File: config.mk
export PLATFORM = sky130hd
export DESIGN_NAME = checked_id_timestamp_table
export DESIGN_NICKNAME = d
export VERILOG_FILES = /design/src/hdl/ckts_pkg.sv /design/src/hdl/ckts_table_mem.sv /design/src/hdl/ckts_scan.sv /design/src/hdl/checked_id_timestamp_table.sv
export SDC_FILE = /design/constraint.sdc
export NUM_CORES = 2
export LEC_CHECK = 0
export BUFFER_PORTS_ARGS = -buffer_cell sky130_fd_sc_hd__buf_2
export CAP_MARGIN = 20
export CORE_AREA = 2 2 552 389
export DETAILED_ROUTE_END_ITERATION = 6
export DIE_AREA = 0 0 554 391
export PLACE_DENSITY = 0.79
export SYNTH_ARGS = -nofsm -noshare
export SYNTH_HDL_FRONTEND = slang
export SYNTH_HIERARCHICAL = 1
export SYNTH_SLANG_ARGS = --single-unit
File: constraint.sdc
create_clock -name clock -period 10.5 [get_ports clock]
set_input_delay 2.1 -clock clock [delete_from_list [all_inputs] [get_ports clock]]
set_output_delay 2.1 -clock clock [all_outputs]
set_load 0.02 [all_outputs]
File: src/hdl/ckts_pkg.sv
// shared types and constants for the checked identifier timestamp table
// no dependencies
package ckts_pkg;

   localparam int ID_W              = 16;
   localparam int TIME_W            = 32;
   localparam int SLOT_W            = 6;
   localparam int DEF_TABLE_ENTRIES = 64;

   localparam logic OP_LOOKUP = 1'b0;
   localparam logic OP_MARK   = 1'b1;

   typedef enum logic [1:0] {
      ST_IDLE,
      ST_SCAN,
      ST_WAIT,
      ST_WRITE
   } state_type;

   typedef struct packed {
      logic clear;
      logic valid;
   } scan_ctl_type;

endpackage

File: src/hdl/ckts_table_mem.sv
// table storage: one synchronous memory holding identifier and tick per entry
// one write port, one read port, read data registered; depends on nothing
module ckts_table_mem #(
   parameter int DEPTH = 64,
   parameter int AW    = 6,
   parameter int DW    = 48
) (
   input  logic          clock,
   input  logic          wr_en,
   input  logic [AW-1:0] wr_addr,
   input  logic [DW-1:0] wr_data,
   input  logic          rd_en,
   input  logic [AW-1:0] rd_addr,
   output logic [DW-1:0] rd_data
);

   logic [DW-1:0] mem_ff [DEPTH];
   logic [DW-1:0] rd_data_ff;

   always_ff @(posedge clock) begin
      if (wr_en) begin
         mem_ff[wr_addr] <= wr_data;
      end
   end

   always_ff @(posedge clock) begin
      if (rd_en) begin
         rd_data_ff <= mem_ff[rd_addr];
      end
   end

   assign rd_data = rd_data_ff;

endmodule

File: src/hdl/ckts_scan.sv
// scan unit: checks each entry read back for the key and tracks the replacement victim
// depends on ckts_pkg
module ckts_scan
   import ckts_pkg::*;
#(
   parameter int AW = 6
) (
   input  logic                clock,
   input  logic                reset,
   input  scan_ctl_type        ctl,
   input  logic [ID_W-1:0]     key_id,
   input  logic [TIME_W-1:0]   start_now,
   input  logic [AW-1:0]       rd_idx,
   input  logic [ID_W-1:0]     rd_id,
   input  logic [TIME_W-1:0]   rd_time,
   output logic                hit,
   output logic [AW-1:0]       hit_idx,
   output logic [TIME_W-1:0]   hit_time,
   output logic [AW-1:0]       victim_idx
);

   logic              hit_ff, hit_in;
   logic [AW-1:0]     hit_idx_ff, hit_idx_in;
   logic [TIME_W-1:0] hit_time_ff, hit_time_in;
   logic [TIME_W:0]   best_ff, best_in;
   logic [AW-1:0]     victim_ff, victim_in;

   always_comb begin
      hit_in      = hit_ff;
      hit_idx_in  = hit_idx_ff;
      hit_time_in = hit_time_ff;
      best_in     = best_ff;
      victim_in   = victim_ff;
      if (ctl.clear) begin
         hit_in    = 1'b0;
         best_in   = {1'b0, start_now} + (TIME_W+1)'(1);
         victim_in = '0;
      end else if (ctl.valid) begin
         if (!hit_ff && rd_id == key_id) begin
            hit_in      = 1'b1;
            hit_idx_in  = rd_idx;
            hit_time_in = rd_time;
         end
         if ({1'b0, rd_time} < best_ff) begin
            best_in   = {1'b0, rd_time};
            victim_in = rd_idx;
         end
      end
   end

   always_ff @(posedge clock) begin
      if (reset) begin
         hit_ff <= 1'b0;
      end else begin
         hit_ff <= hit_in;
      end
   end

   always_ff @(posedge clock) begin
      hit_idx_ff  <= hit_idx_in;
      hit_time_ff <= hit_time_in;
      best_ff     <= best_in;
      victim_ff   <= victim_in;
   end

   assign hit        = hit_ff;
   assign hit_idx    = hit_idx_ff;
   assign hit_time   = hit_time_ff;
   assign victim_idx = victim_ff;

endmodule

File: src/hdl/checked_id_timestamp_table.sv
// top level of the checked identifier timestamp table: sequencer, fill count, response
// depends on ckts_pkg, ckts_table_mem, ckts_scan
//
// A transaction is taken when start is high and busy is low; it reads every filled
// entry of the table through the single read port of the table memory, one entry per
// cycle, then decides and writes back in the write-back state. Busy stays high from
// acceptance through the write-back, so no new item is taken before then. The result
// is shown for exactly one cycle with rsp_strobe high, in the cycle after the
// write-back, and must be captured then: there is no way to hold it. A new
// transaction may be started in the same cycle as that strobe. No clearing pass runs
// after reset; the fill count alone marks which entries are valid.
module checked_id_timestamp_table
   import ckts_pkg::*;
#(
   parameter int TABLE_ENTRIES = DEF_TABLE_ENTRIES
) (
   input  logic              clock,
   input  logic              reset,
   input  logic              start,
   output logic              busy,
   input  logic              req_operation,
   input  logic [ID_W-1:0]   req_item_id,
   input  logic [TIME_W-1:0] req_now,
   output logic              rsp_strobe,
   output logic              rsp_found,
   output logic [TIME_W-1:0] rsp_stamp,
   output logic [SLOT_W-1:0] rsp_slot
);

   localparam int AW = (TABLE_ENTRIES > 1) ? $clog2(TABLE_ENTRIES) : 1;
   localparam int CW = $clog2(TABLE_ENTRIES + 1);
   localparam int DW = ID_W + TIME_W;

   state_type         state_ff, state_in;
   logic [AW-1:0]     addr_ff, addr_in;
   logic [CW-1:0]     fill_ff, fill_in;
   logic              op_ff;
   logic [ID_W-1:0]   id_ff;
   logic [TIME_W-1:0] now_ff;
   logic              rd_valid_ff;
   logic [AW-1:0]     rd_idx_ff;

   logic              rsp_strobe_ff, rsp_strobe_in;
   logic              rsp_found_ff, rsp_found_in;
   logic [TIME_W-1:0] rsp_stamp_ff, rsp_stamp_in;
   logic [SLOT_W-1:0] rsp_slot_ff, rsp_slot_in;

   logic              accept;
   logic              last_issue;
   logic              rd_en;
   logic              wr_en;
   logic [AW-1:0]     wr_addr;
   logic [DW-1:0]     wr_data;
   logic [DW-1:0]     rd_data;
   scan_ctl_type      scan_ctl;

   logic              hit;
   logic [AW-1:0]     hit_idx;
   logic [TIME_W-1:0] hit_time;
   logic [AW-1:0]     victim_idx;

   assign busy       = (state_ff != ST_IDLE);
   assign accept     = start && !busy;
   assign last_issue = ((CW'(addr_ff) + CW'(1)) == fill_ff);

   // next state
   always_comb begin
      state_in = state_ff;
      case (state_ff)
         ST_IDLE: begin
            if (accept) begin
               state_in = (fill_ff == '0) ? ST_WRITE : ST_SCAN;
            end
         end
         ST_SCAN: begin
            if (last_issue) begin
               state_in = ST_WAIT;
            end
         end
         ST_WAIT:  state_in = ST_WRITE;
         ST_WRITE: state_in = ST_IDLE;
         default:  state_in = ST_IDLE;
      endcase
   end

   // outputs of the sequencer
   always_comb begin
      addr_in        = addr_ff;
      fill_in        = fill_ff;
      rd_en          = 1'b0;
      wr_en          = 1'b0;
      wr_addr        = hit_idx;
      wr_data        = {id_ff, now_ff};
      rsp_strobe_in  = 1'b0;
      rsp_found_in   = rsp_found_ff;
      rsp_stamp_in   = rsp_stamp_ff;
      rsp_slot_in    = rsp_slot_ff;
      scan_ctl.clear = accept;
      scan_ctl.valid = rd_valid_ff;
      case (state_ff)
         ST_IDLE: begin
            addr_in = '0;
         end
         ST_SCAN: begin
            rd_en   = 1'b1;
            addr_in = addr_ff + AW'(1);
         end
         ST_WAIT: begin
            addr_in = addr_ff;
         end
         ST_WRITE: begin
            rsp_strobe_in = 1'b1;
            rsp_found_in  = hit;
            if (op_ff == OP_LOOKUP) begin
               rsp_stamp_in = hit ? hit_time : '0;
               rsp_slot_in  = hit ? SLOT_W'(hit_idx) : '0;
            end else begin
               wr_en        = 1'b1;
               rsp_stamp_in = now_ff;
               if (hit) begin
                  wr_addr = hit_idx;
               end else if (fill_ff != CW'(TABLE_ENTRIES)) begin
                  wr_addr = fill_ff[AW-1:0];
                  fill_in = fill_ff + CW'(1);
               end else begin
                  wr_addr = victim_idx;
               end
               rsp_slot_in = SLOT_W'(wr_addr);
            end
         end
         default: begin
            addr_in = '0;
         end
      endcase
   end

   always_ff @(posedge clock) begin
      if (reset) begin
         state_ff      <= ST_IDLE;
         fill_ff       <= '0;
         rd_valid_ff   <= 1'b0;
         rsp_strobe_ff <= 1'b0;
      end else begin
         state_ff      <= state_in;
         fill_ff       <= fill_in;
         rd_valid_ff   <= rd_en;
         rsp_strobe_ff <= rsp_strobe_in;
      end
   end

   always_ff @(posedge clock) begin
      addr_ff      <= addr_in;
      rd_idx_ff    <= addr_ff;
      rsp_found_ff <= rsp_found_in;
      rsp_stamp_ff <= rsp_stamp_in;
      rsp_slot_ff  <= rsp_slot_in;
      if (accept) begin
         op_ff  <= req_operation;
         id_ff  <= req_item_id;
         now_ff <= req_now;
      end
   end

   ckts_table_mem #(
      .DEPTH (TABLE_ENTRIES),
      .AW    (AW),
      .DW    (DW)
   ) u_mem (
      .clock   (clock),
      .wr_en   (wr_en),
      .wr_addr (wr_addr),
      .wr_data (wr_data),
      .rd_en   (rd_en),
      .rd_addr (addr_ff),
      .rd_data (rd_data)
   );

   ckts_scan #(
      .AW (AW)
   ) u_scan (
      .clock      (clock),
      .reset      (reset),
      .ctl        (scan_ctl),
      .key_id     (id_ff),
      .start_now  (req_now),
      .rd_idx     (rd_idx_ff),
      .rd_id      (rd_data[DW-1:TIME_W]),
      .rd_time    (rd_data[TIME_W-1:0]),
      .hit        (hit),
      .hit_idx    (hit_idx),
      .hit_time   (hit_time),
      .victim_idx (victim_idx)
   );

   assign rsp_strobe = rsp_strobe_ff;
   assign rsp_found  = rsp_found_ff;
   assign rsp_stamp  = rsp_stamp_ff;
   assign rsp_slot   = rsp_slot_ff;

`ifndef SYNTH
   a_strobe_after_write: assert property (@(posedge clock) disable iff (reset)
      rsp_strobe |-> $past(state_ff == ST_WRITE))
      else $error("response strobe without a write-back cycle");

   a_scan_needs_entries: assert property (@(posedge clock) disable iff (reset)
      (state_ff == ST_SCAN) |-> (fill_ff != '0))
      else $error("scan running over an empty table");

   a_fill_bounded: assert property (@(posedge clock) disable iff (reset)
      fill_ff <= CW'(TABLE_ENTRIES))
      else $error("fill count beyond table size");

   a_accept_goes_busy: assert property (@(posedge clock) disable iff (reset)
      (start && !busy) |=> busy)
      else $error("transaction accepted but block not busy");

   a_fill_grows_by_one: assert property (@(posedge clock) disable iff (reset)
      (fill_ff != $past(fill_ff)) |-> ($past(state_ff == ST_WRITE && op_ff == OP_MARK && !hit)
                                       && fill_ff == $past(fill_ff) + CW'(1)))
      else $error("fill count changed outside an append");
`endif

endmodule
# --- After elaboration in Yosys (flattened, before gate mapping) ---
# Memories as Yosys holds them, arrays and structs flattened. A register that Yosys moved wholly into a read port is not among the register bits.
# Index checks and enable logic that the tools add are counted.
totals:
  register_bits: 189
  ram_bits: 3072
  output_inout_bits: 41
  mem_count: 1
memory_table:
  columns: ["name", "depth", "width", "read_ports", "rd_clocked_by_memory_dff", "write_ports", "line_no", "source"]
  rows:
  - ["u_mem.mem_ff", 64, 48, 1, 1, 1, "ckts_table_mem.sv:17", "logic [DW-1:0] mem_ff [DEPTH];"]
classes:
  add_sub_neg: 4
  magnitude_cmp: 1
  n_eq_ne: 8
  mux: 22
  bitwise: 2
  reduce_logical: 17
ops:
  columns: ["op", "count"]
  rows:
  - ["$mux W33", 3]
  - ["$mux W32", 2]
  - ["$mux W6", 6]
  - ["$add A32 B1 Y33 const B", 1]
  - ["$lt A32 B33 Y1", 1]
  - ["$eq A16 B16 Y1", 1]
  - ["$pmux W6 S2", 1]
  - ["$pmux W2 S4", 1]
  - ["$reduce_and A2 Y1", 4]
  - ["$reduce_bool A2 Y1", 4]
  - ["$add A6 B1 Y7 const B", 1]
  - ["$add A7 B1 Y7 const B", 1]
  - ["$eq A7 B7 Y1", 1]
  - ["$logic_not A7 Y1", 1]
  - ["$ne A7 B7 Y1 const B", 1]
  - ["$add A6 B1 Y6 const B", 1]
  - ["$mux W1", 6]
  - ["$mux W2", 3]
  - ["$eq A2 B2 Y1 const B", 2]
  - ["$ne A2 B2 Y1 const B", 2]
  - ["$reduce_and A4 Y1", 1]
  - ["$reduce_and A3 Y1", 1]
  - ["$eq A2 B1 Y1 const B", 1]
  - ["$logic_and A1 B1 Y1", 2]
  - ["4 further kinds", 6]

# --- Depth between registers and ports, before layout ---
logic_depth:
  ltp_word: 5
  mapped_depth: 10

# --- Modules after synthesis ---
# Netlist, hierarchy kept.
by_module_without_submodules:
  columns: ["mod", "n_inst", "cells_per_inst", "area_each_um2", "seq_area_each_um2"]
  rows:
  - ["ckts_table_mem", 1, 4970, 117597.8, 93689.9]
  - ["ckts_scan", 1, 392, 4294.1, 2272.2]
  - ["checked_id_timestamp_table", 1, 271, 4244.1, 3163.0]

# --- Worst setup path before layout ---
# No wires, ideal clock.
synth_timing:
  path_type: "register to register"
  start: "register state_ff[0]"
  end: "memory u_mem.mem_ff[49][0] (enable)"
  setup_time_ps: 513
  t_arrival_ps: 6010
  required_ps: 9987
  path_slack_ps: 3977
  stages_incl_launch_ff: 11
  synth_period_minus_slack_ps: 6523
  path_cell_list: "dfxtp_1 -> ha_1 -> and2_1 -> nand2b_1 -> clkbuf_1 -> nand2_1 -> o21ai_0 -> clkbuf_1 -> nor2b_1 -> nand4_1 -> nor3_1"
synth_between:
  elab_chain_cells: 4
  word_cells_on_any_way: 5
synth_rtl:
  columns: ["item", "line_no", "source"]
  rows:
  - ["start, declared", "checked_id_timestamp_table.sv:34", "state_type state_ff, state_in;"]
  - ["start signal, assigned", "checked_id_timestamp_table.sv:144", "state_ff <= state_in;"]
  - ["$eq A2 B2 Y1", "checked_id_timestamp_table.sv:100", "case (state_ff)"]
  - ["$mux W1", "checked_id_timestamp_table.sv:100", null]
  - ["net wr_en", "checked_id_timestamp_table.sv:51", "logic wr_en;"]
  - ["$mux W1", "ckts_table_mem.sv:21", "if (wr_en) begin"]
  - ["$mux W1 (not written as such)", "ckts_table_mem.sv:22", "mem_ff[wr_addr] <= wr_data;"]
  - ["end, declared", "ckts_table_mem.sv:17", null]
# The timed path passes the listed nets, and every way through them passes these cells.

# --- Worst setup path after layout ---
layout_timing:
  start: "register state_ff[0]"
  end: "memory u_mem.mem_ff[32][43] (enable)"
# The elaborated chain is that of the path after synthesis.

==> results.md <==
- At the pin with the least slew margin, the transition time is 1.40 ns.
- The worst setup path is captured at a flip-flop.
- The clock period could shrink to between 5 and 6 ns.
- Setup repair after global routing left no endpoint under its margin.
- The number of antenna-violating nets in the routed design is 0.
- The number of antenna violations at the first check in global routing is 50.
- The flow ran to the end, but the final reports show violations.
- In the global route stage, overall resource usage came out at 0.338.
- The count of unique library cells instantiated by Yosys is 57.
- After synthesis the cells add up to 126,000 um^2.
- The count of pins over their slew limit is 0.
- The maximum achievable frequency is 0.170 GHz.
- The number of standard-cell rows in the floorplan is 142.
- The top-level port count is 93.
- The number of endpoints with negative hold slack in the final report is 0.
- Yosys printed 6 warnings.
- The die outline area is 217,000 um^2.
- The cell repeated most along the worst path is sky130_fd_sc_hd__nand2_1.
- The number of buffer and inverter instances along the worst setup path is 1.
- The final worst clock skew is roughly 0.05 ns.
- The worst stage delay on the critical path is 1.00 ns.
- The standard cell core area is 212,000 um^2.
- For this block, the via count after detailed routing is 65,838.
- Entering global routing, the biggest net connects between 100 and 150 pins.
- Port buffering added 92 buffers.
- The worst voltage drop across the vdd grid is 222 uV.
- The count of flip-flops with a built-in enable after synthesis is 3,285.
- The synthesized net count is about 5,700.
- The number of buffers inserted by post-CTS setup repair is 0.
- The tightest hold path in the finished design has a slack of 0.435 ns.
- The final cell count without fillers is 8,995.
- The wire length reported by the detailed router is about 360,000 um.
- Counting flops with an async set or reset pin after synthesis yields a share of 0.
- By startpoint and endpoint, the worst setup path is classified as flip-flop to flip-flop.
- Across the run, the number of max-cap violations was 0.
- The critical path's slowest cell is sky130_fd_sc_hd__nor2_4.
- The worst pin sits at a relative slew slack of 0.0672.
- In the finished design, the share of the clock period the worst path needs comes to 0.559.
- The power density normalized to cell area is about 260 nW/um^2.
- The cell area after layout is 140,000 um^2.
- For this run, the detailed router's first-pass iteration total came to 7.
- The worst path meets setup with 4.63 ns of slack.
- The final weighted congestion in routability-driven placement is 0.931.
- Of all nets on the critical path, the largest fanout is 42.
- Fill cells in the final layout number 12,556.
- In the final layout, the share of cells above drive strength 1 is 0.258.
- At the end of the flow the core is filled with cells to 0.660.
- The number of clock sinks is 3,309.
- The initial utilization of the core area, before any placement, comes to 0.594.
- The detailed router's first-iteration violation count is 12,536.
- Clock tree synthesis inserted a total of about 290 buffers.
- The number of nets in the layout is 6,046.
- After clock tree synthesis, the repair step resized 0 gates.
- In the synthesized netlist, the number of instances is 5,633.
- The maximum clock path buffer count is 4.
- For the final routed database, the setup TNS stands at 0 ns.
- The checks that failed: DRC.
- The first global-routing pass estimated 503,000 um of wire.
- The via count of the first global-routing pass came to 63,132.
- For this design the static power due to leakage is approximately 43 nW.
- The worst min-delay path category is flip-flop to flip-flop.
- The half-perimeter wire length after detailed placement is 202,000 um.
- The per-instance average area after synthesis is 22.4 um^2.
- The die boundary width is ~550 um.
- Clock-pin slew was measured on the worst setup and hold paths at 0.07 ns.
- In the final routed layout, each cell accounts on average for 40.4 um.
- The critical path goes through ha_2 > and2_1 > nand2b_1 > nand2_1 > o21ai_0 > nor2b_1 > nand2_1 > nor2_4 > buf_4.
- Measured along the y axis, the die boundary spans 391 um.
- The data arrival at the endpoint of the critical path is 6.35 ns.
- The share of the Yosys chip area taken by registers is 0.786.
- In this run the cell area measured after placement is between 100,000 and 150,000 um^2.
- The setup slack after placement is 4.79 ns.
- From synthesis to final layout, the design area changed by 11.1%.
- The synthesized flop and latch total is 3,309.
- TritonCTS built the clock tree.
- Global routing finished with a remaining overflow of 0.
- The number of levels the H-tree was split into is 5.
- The number of hold buffers added after CTS was 0.
- Counting tap cells, the placed design contains a total of 8,458 instances.
- The clock reaches the later pin of the worst-skew pair after 0.87 ns.
- The startpoint kind of the worst setup timing path is a flip-flop.
- STA puts the critical path data required time at 10.99 ns.
- The total power is approximately 37 mW.
- The clock root buffer master is sky130_fd_sc_hd__clkbuf_16.
- The most used flip-flop cell after synthesis is sky130_fd_sc_hd__edfxtp_1.
- The final count of negative-setup-slack endpoints is 0.
- Using the TritonRoute via totals, the vias-per-cell ratio works out to 7.32.
- For this run, design rule violations remaining after detail routing come to 3.
- In this design, the largest share of critical-path delay is due to simple AND/OR/NAND/NOR gates.
-- worst reg2reg max path, cell delays in order, from the launching register on --
cell	delay (ns)
sky130_fd_sc_hd__dfxtp_1	0.44
sky130_fd_sc_hd__ha_2	0.98
sky130_fd_sc_hd__and2_1	0.45
sky130_fd_sc_hd__nand2b_1	0.32
sky130_fd_sc_hd__nand2_1	0.18
sky130_fd_sc_hd__o21ai_0	0.36
sky130_fd_sc_hd__nor2b_1	0.38
sky130_fd_sc_hd__nand2_1	0.74
sky130_fd_sc_hd__nor2_4	1.02
sky130_fd_sc_hd__buf_4	0.63
-- power breakdown --
part	total [mW]	internal, mW	switching (mW)
Combinational	10.6	3.58	7.05
Clock	10.5	5.82	4.70
Sequential	15.9	15.5	0.339
-- synthesized netlist by cell type (12+ instances only) --
library cell               number  area share
sky130_fd_sc_hd__a22oi_1       72      0.0043
sky130_fd_sc_hd__a21oi_1      121      0.0048
sky130_fd_sc_hd__nand4_1       24      0.0012
sky130_fd_sc_hd__xor2_1        26      0.0018
sky130_fd_sc_hd__o22ai_1      123      0.0061
sky130_fd_sc_hd__nor2b_1       29      0.0014
sky130_fd_sc_hd__ha_1          39      0.0039
sky130_fd_sc_hd__nand2b_1      25      0.0012
sky130_fd_sc_hd__buf_2         98      0.0039
sky130_fd_sc_hd__buf_1         15     0.00045
sky130_fd_sc_hd__o221ai_1      29      0.0020
sky130_fd_sc_hd__edfxtp_1    3285        0.78
sky130_fd_sc_hd__a22o_1        89      0.0062
sky130_fd_sc_hd__a221oi_1      85      0.0059
sky130_fd_sc_hd__mux2i_1       73      0.0058
sky130_fd_sc_hd__nand3_1       25     0.00099
sky130_fd_sc_hd__buf_6         12      0.0011
sky130_fd_sc_hd__inv_1         44      0.0013
sky130_fd_sc_hd__xnor2_1       37      0.0026
sky130_fd_sc_hd__mux2_2        13      0.0012
sky130_fd_sc_hd__clkbuf_1     117      0.0035
sky130_fd_sc_hd__nor2_1       189      0.0056
sky130_fd_sc_hd__a211oi_1      35      0.0021
sky130_fd_sc_hd__mux4_2       754        0.13
sky130_fd_sc_hd__dfxtp_1       24      0.0038
sky130_fd_sc_hd__o21ai_0       15     0.00060
sky130_fd_sc_hd__buf_4         62      0.0037
sky130_fd_sc_hd__nand2_1       87      0.0026
-- sequential cells by signal, indices dropped and copies added, names as in the netlist --
register / cells
u_mem/mem_ff: 3072
u_mem/rd_data: 48
u_scan/best_ff: 33
now_ff: 32
rsp_stamp: 32
u_scan/hit_time: 32
id_ff: 16
fill_ff: 7
addr_ff: 6
rd_idx_ff: 6
rsp_slot: 6
u_scan/hit_idx: 6
u_scan/victim_idx: 6
state_ff: 2
op_ff: 1
rd_valid_ff: 1
rsp_found: 1
rsp_strobe: 1
u_scan/hit: 1
-- area by class of cell --
type | instances | area [um^2] | area share
Sequential cell | 3309 | 99100 | 0.707
Multi-Input combinational cell | 1975 | 25800 | 0.184
Clock buffer | 355 | 7560 | 0.0539
Tap cell | 2808 | 3510 | 0.0251
Timing Repair Buffer | 338 | 2460 | 0.0175
Clock inverter | 140 | 1430 | 0.0102
Inverter | 44 | 168 | 0.00120
Antenna cell | 26 | 65.1 | 0.000464
-- kinds of logic after synthesis --
kind of cell / after synthesis / share of synthesized area
adders and majority gates: 39 / 0.00387
muxes: 840 / 0.142
xor gates and xnor gates: 64 / 0.00456
AOI/OAI and AO/OA: 595 / 0.0339
buffers and inverters: 349 / 0.0139
and+or+nand+nor: 437 / 0.0163
DFF: 3309 / 0.786
-- layout by cell type, fill, tap and decap left out, drive strengths merged, types with 73 or more instances in the layout --
cell type and instances:
o22ai 123, nand2 87, a221oi 85, a21oi 122, a22o 89, buf 334, mux4 754, mux2i 73
clkinv 98, nor2 189, clkbuf 359, edfxtp 3285
-- path summary, 6_finish.rpt --
path / from / endpoint / depth (start not counted) / slack [ns]
max reg2reg: state_ff[0] / u_mem/mem_ff[32][43] / 9 / 4.63
min: rd_idx_ff[5] / u_scan/hit_idx[5] / 0 / 0.43
min reg2reg: rd_idx_ff[5] / u_scan/hit_idx[5] / 0 / 0.43
max: state_ff[0] / u_mem/mem_ff[32][43] / 9 / 4.63
-- metal layers --
metal,vias to the layer above,track usage,part of all wire
li1,24562,-,-
met1,33800,0.449,0.33
met2,6458,0.493,0.44
met3,976,0.151,0.18
met4,42,0.133,0.048
met5,-,0,0.0012
(Power assumes the default switching activity.)
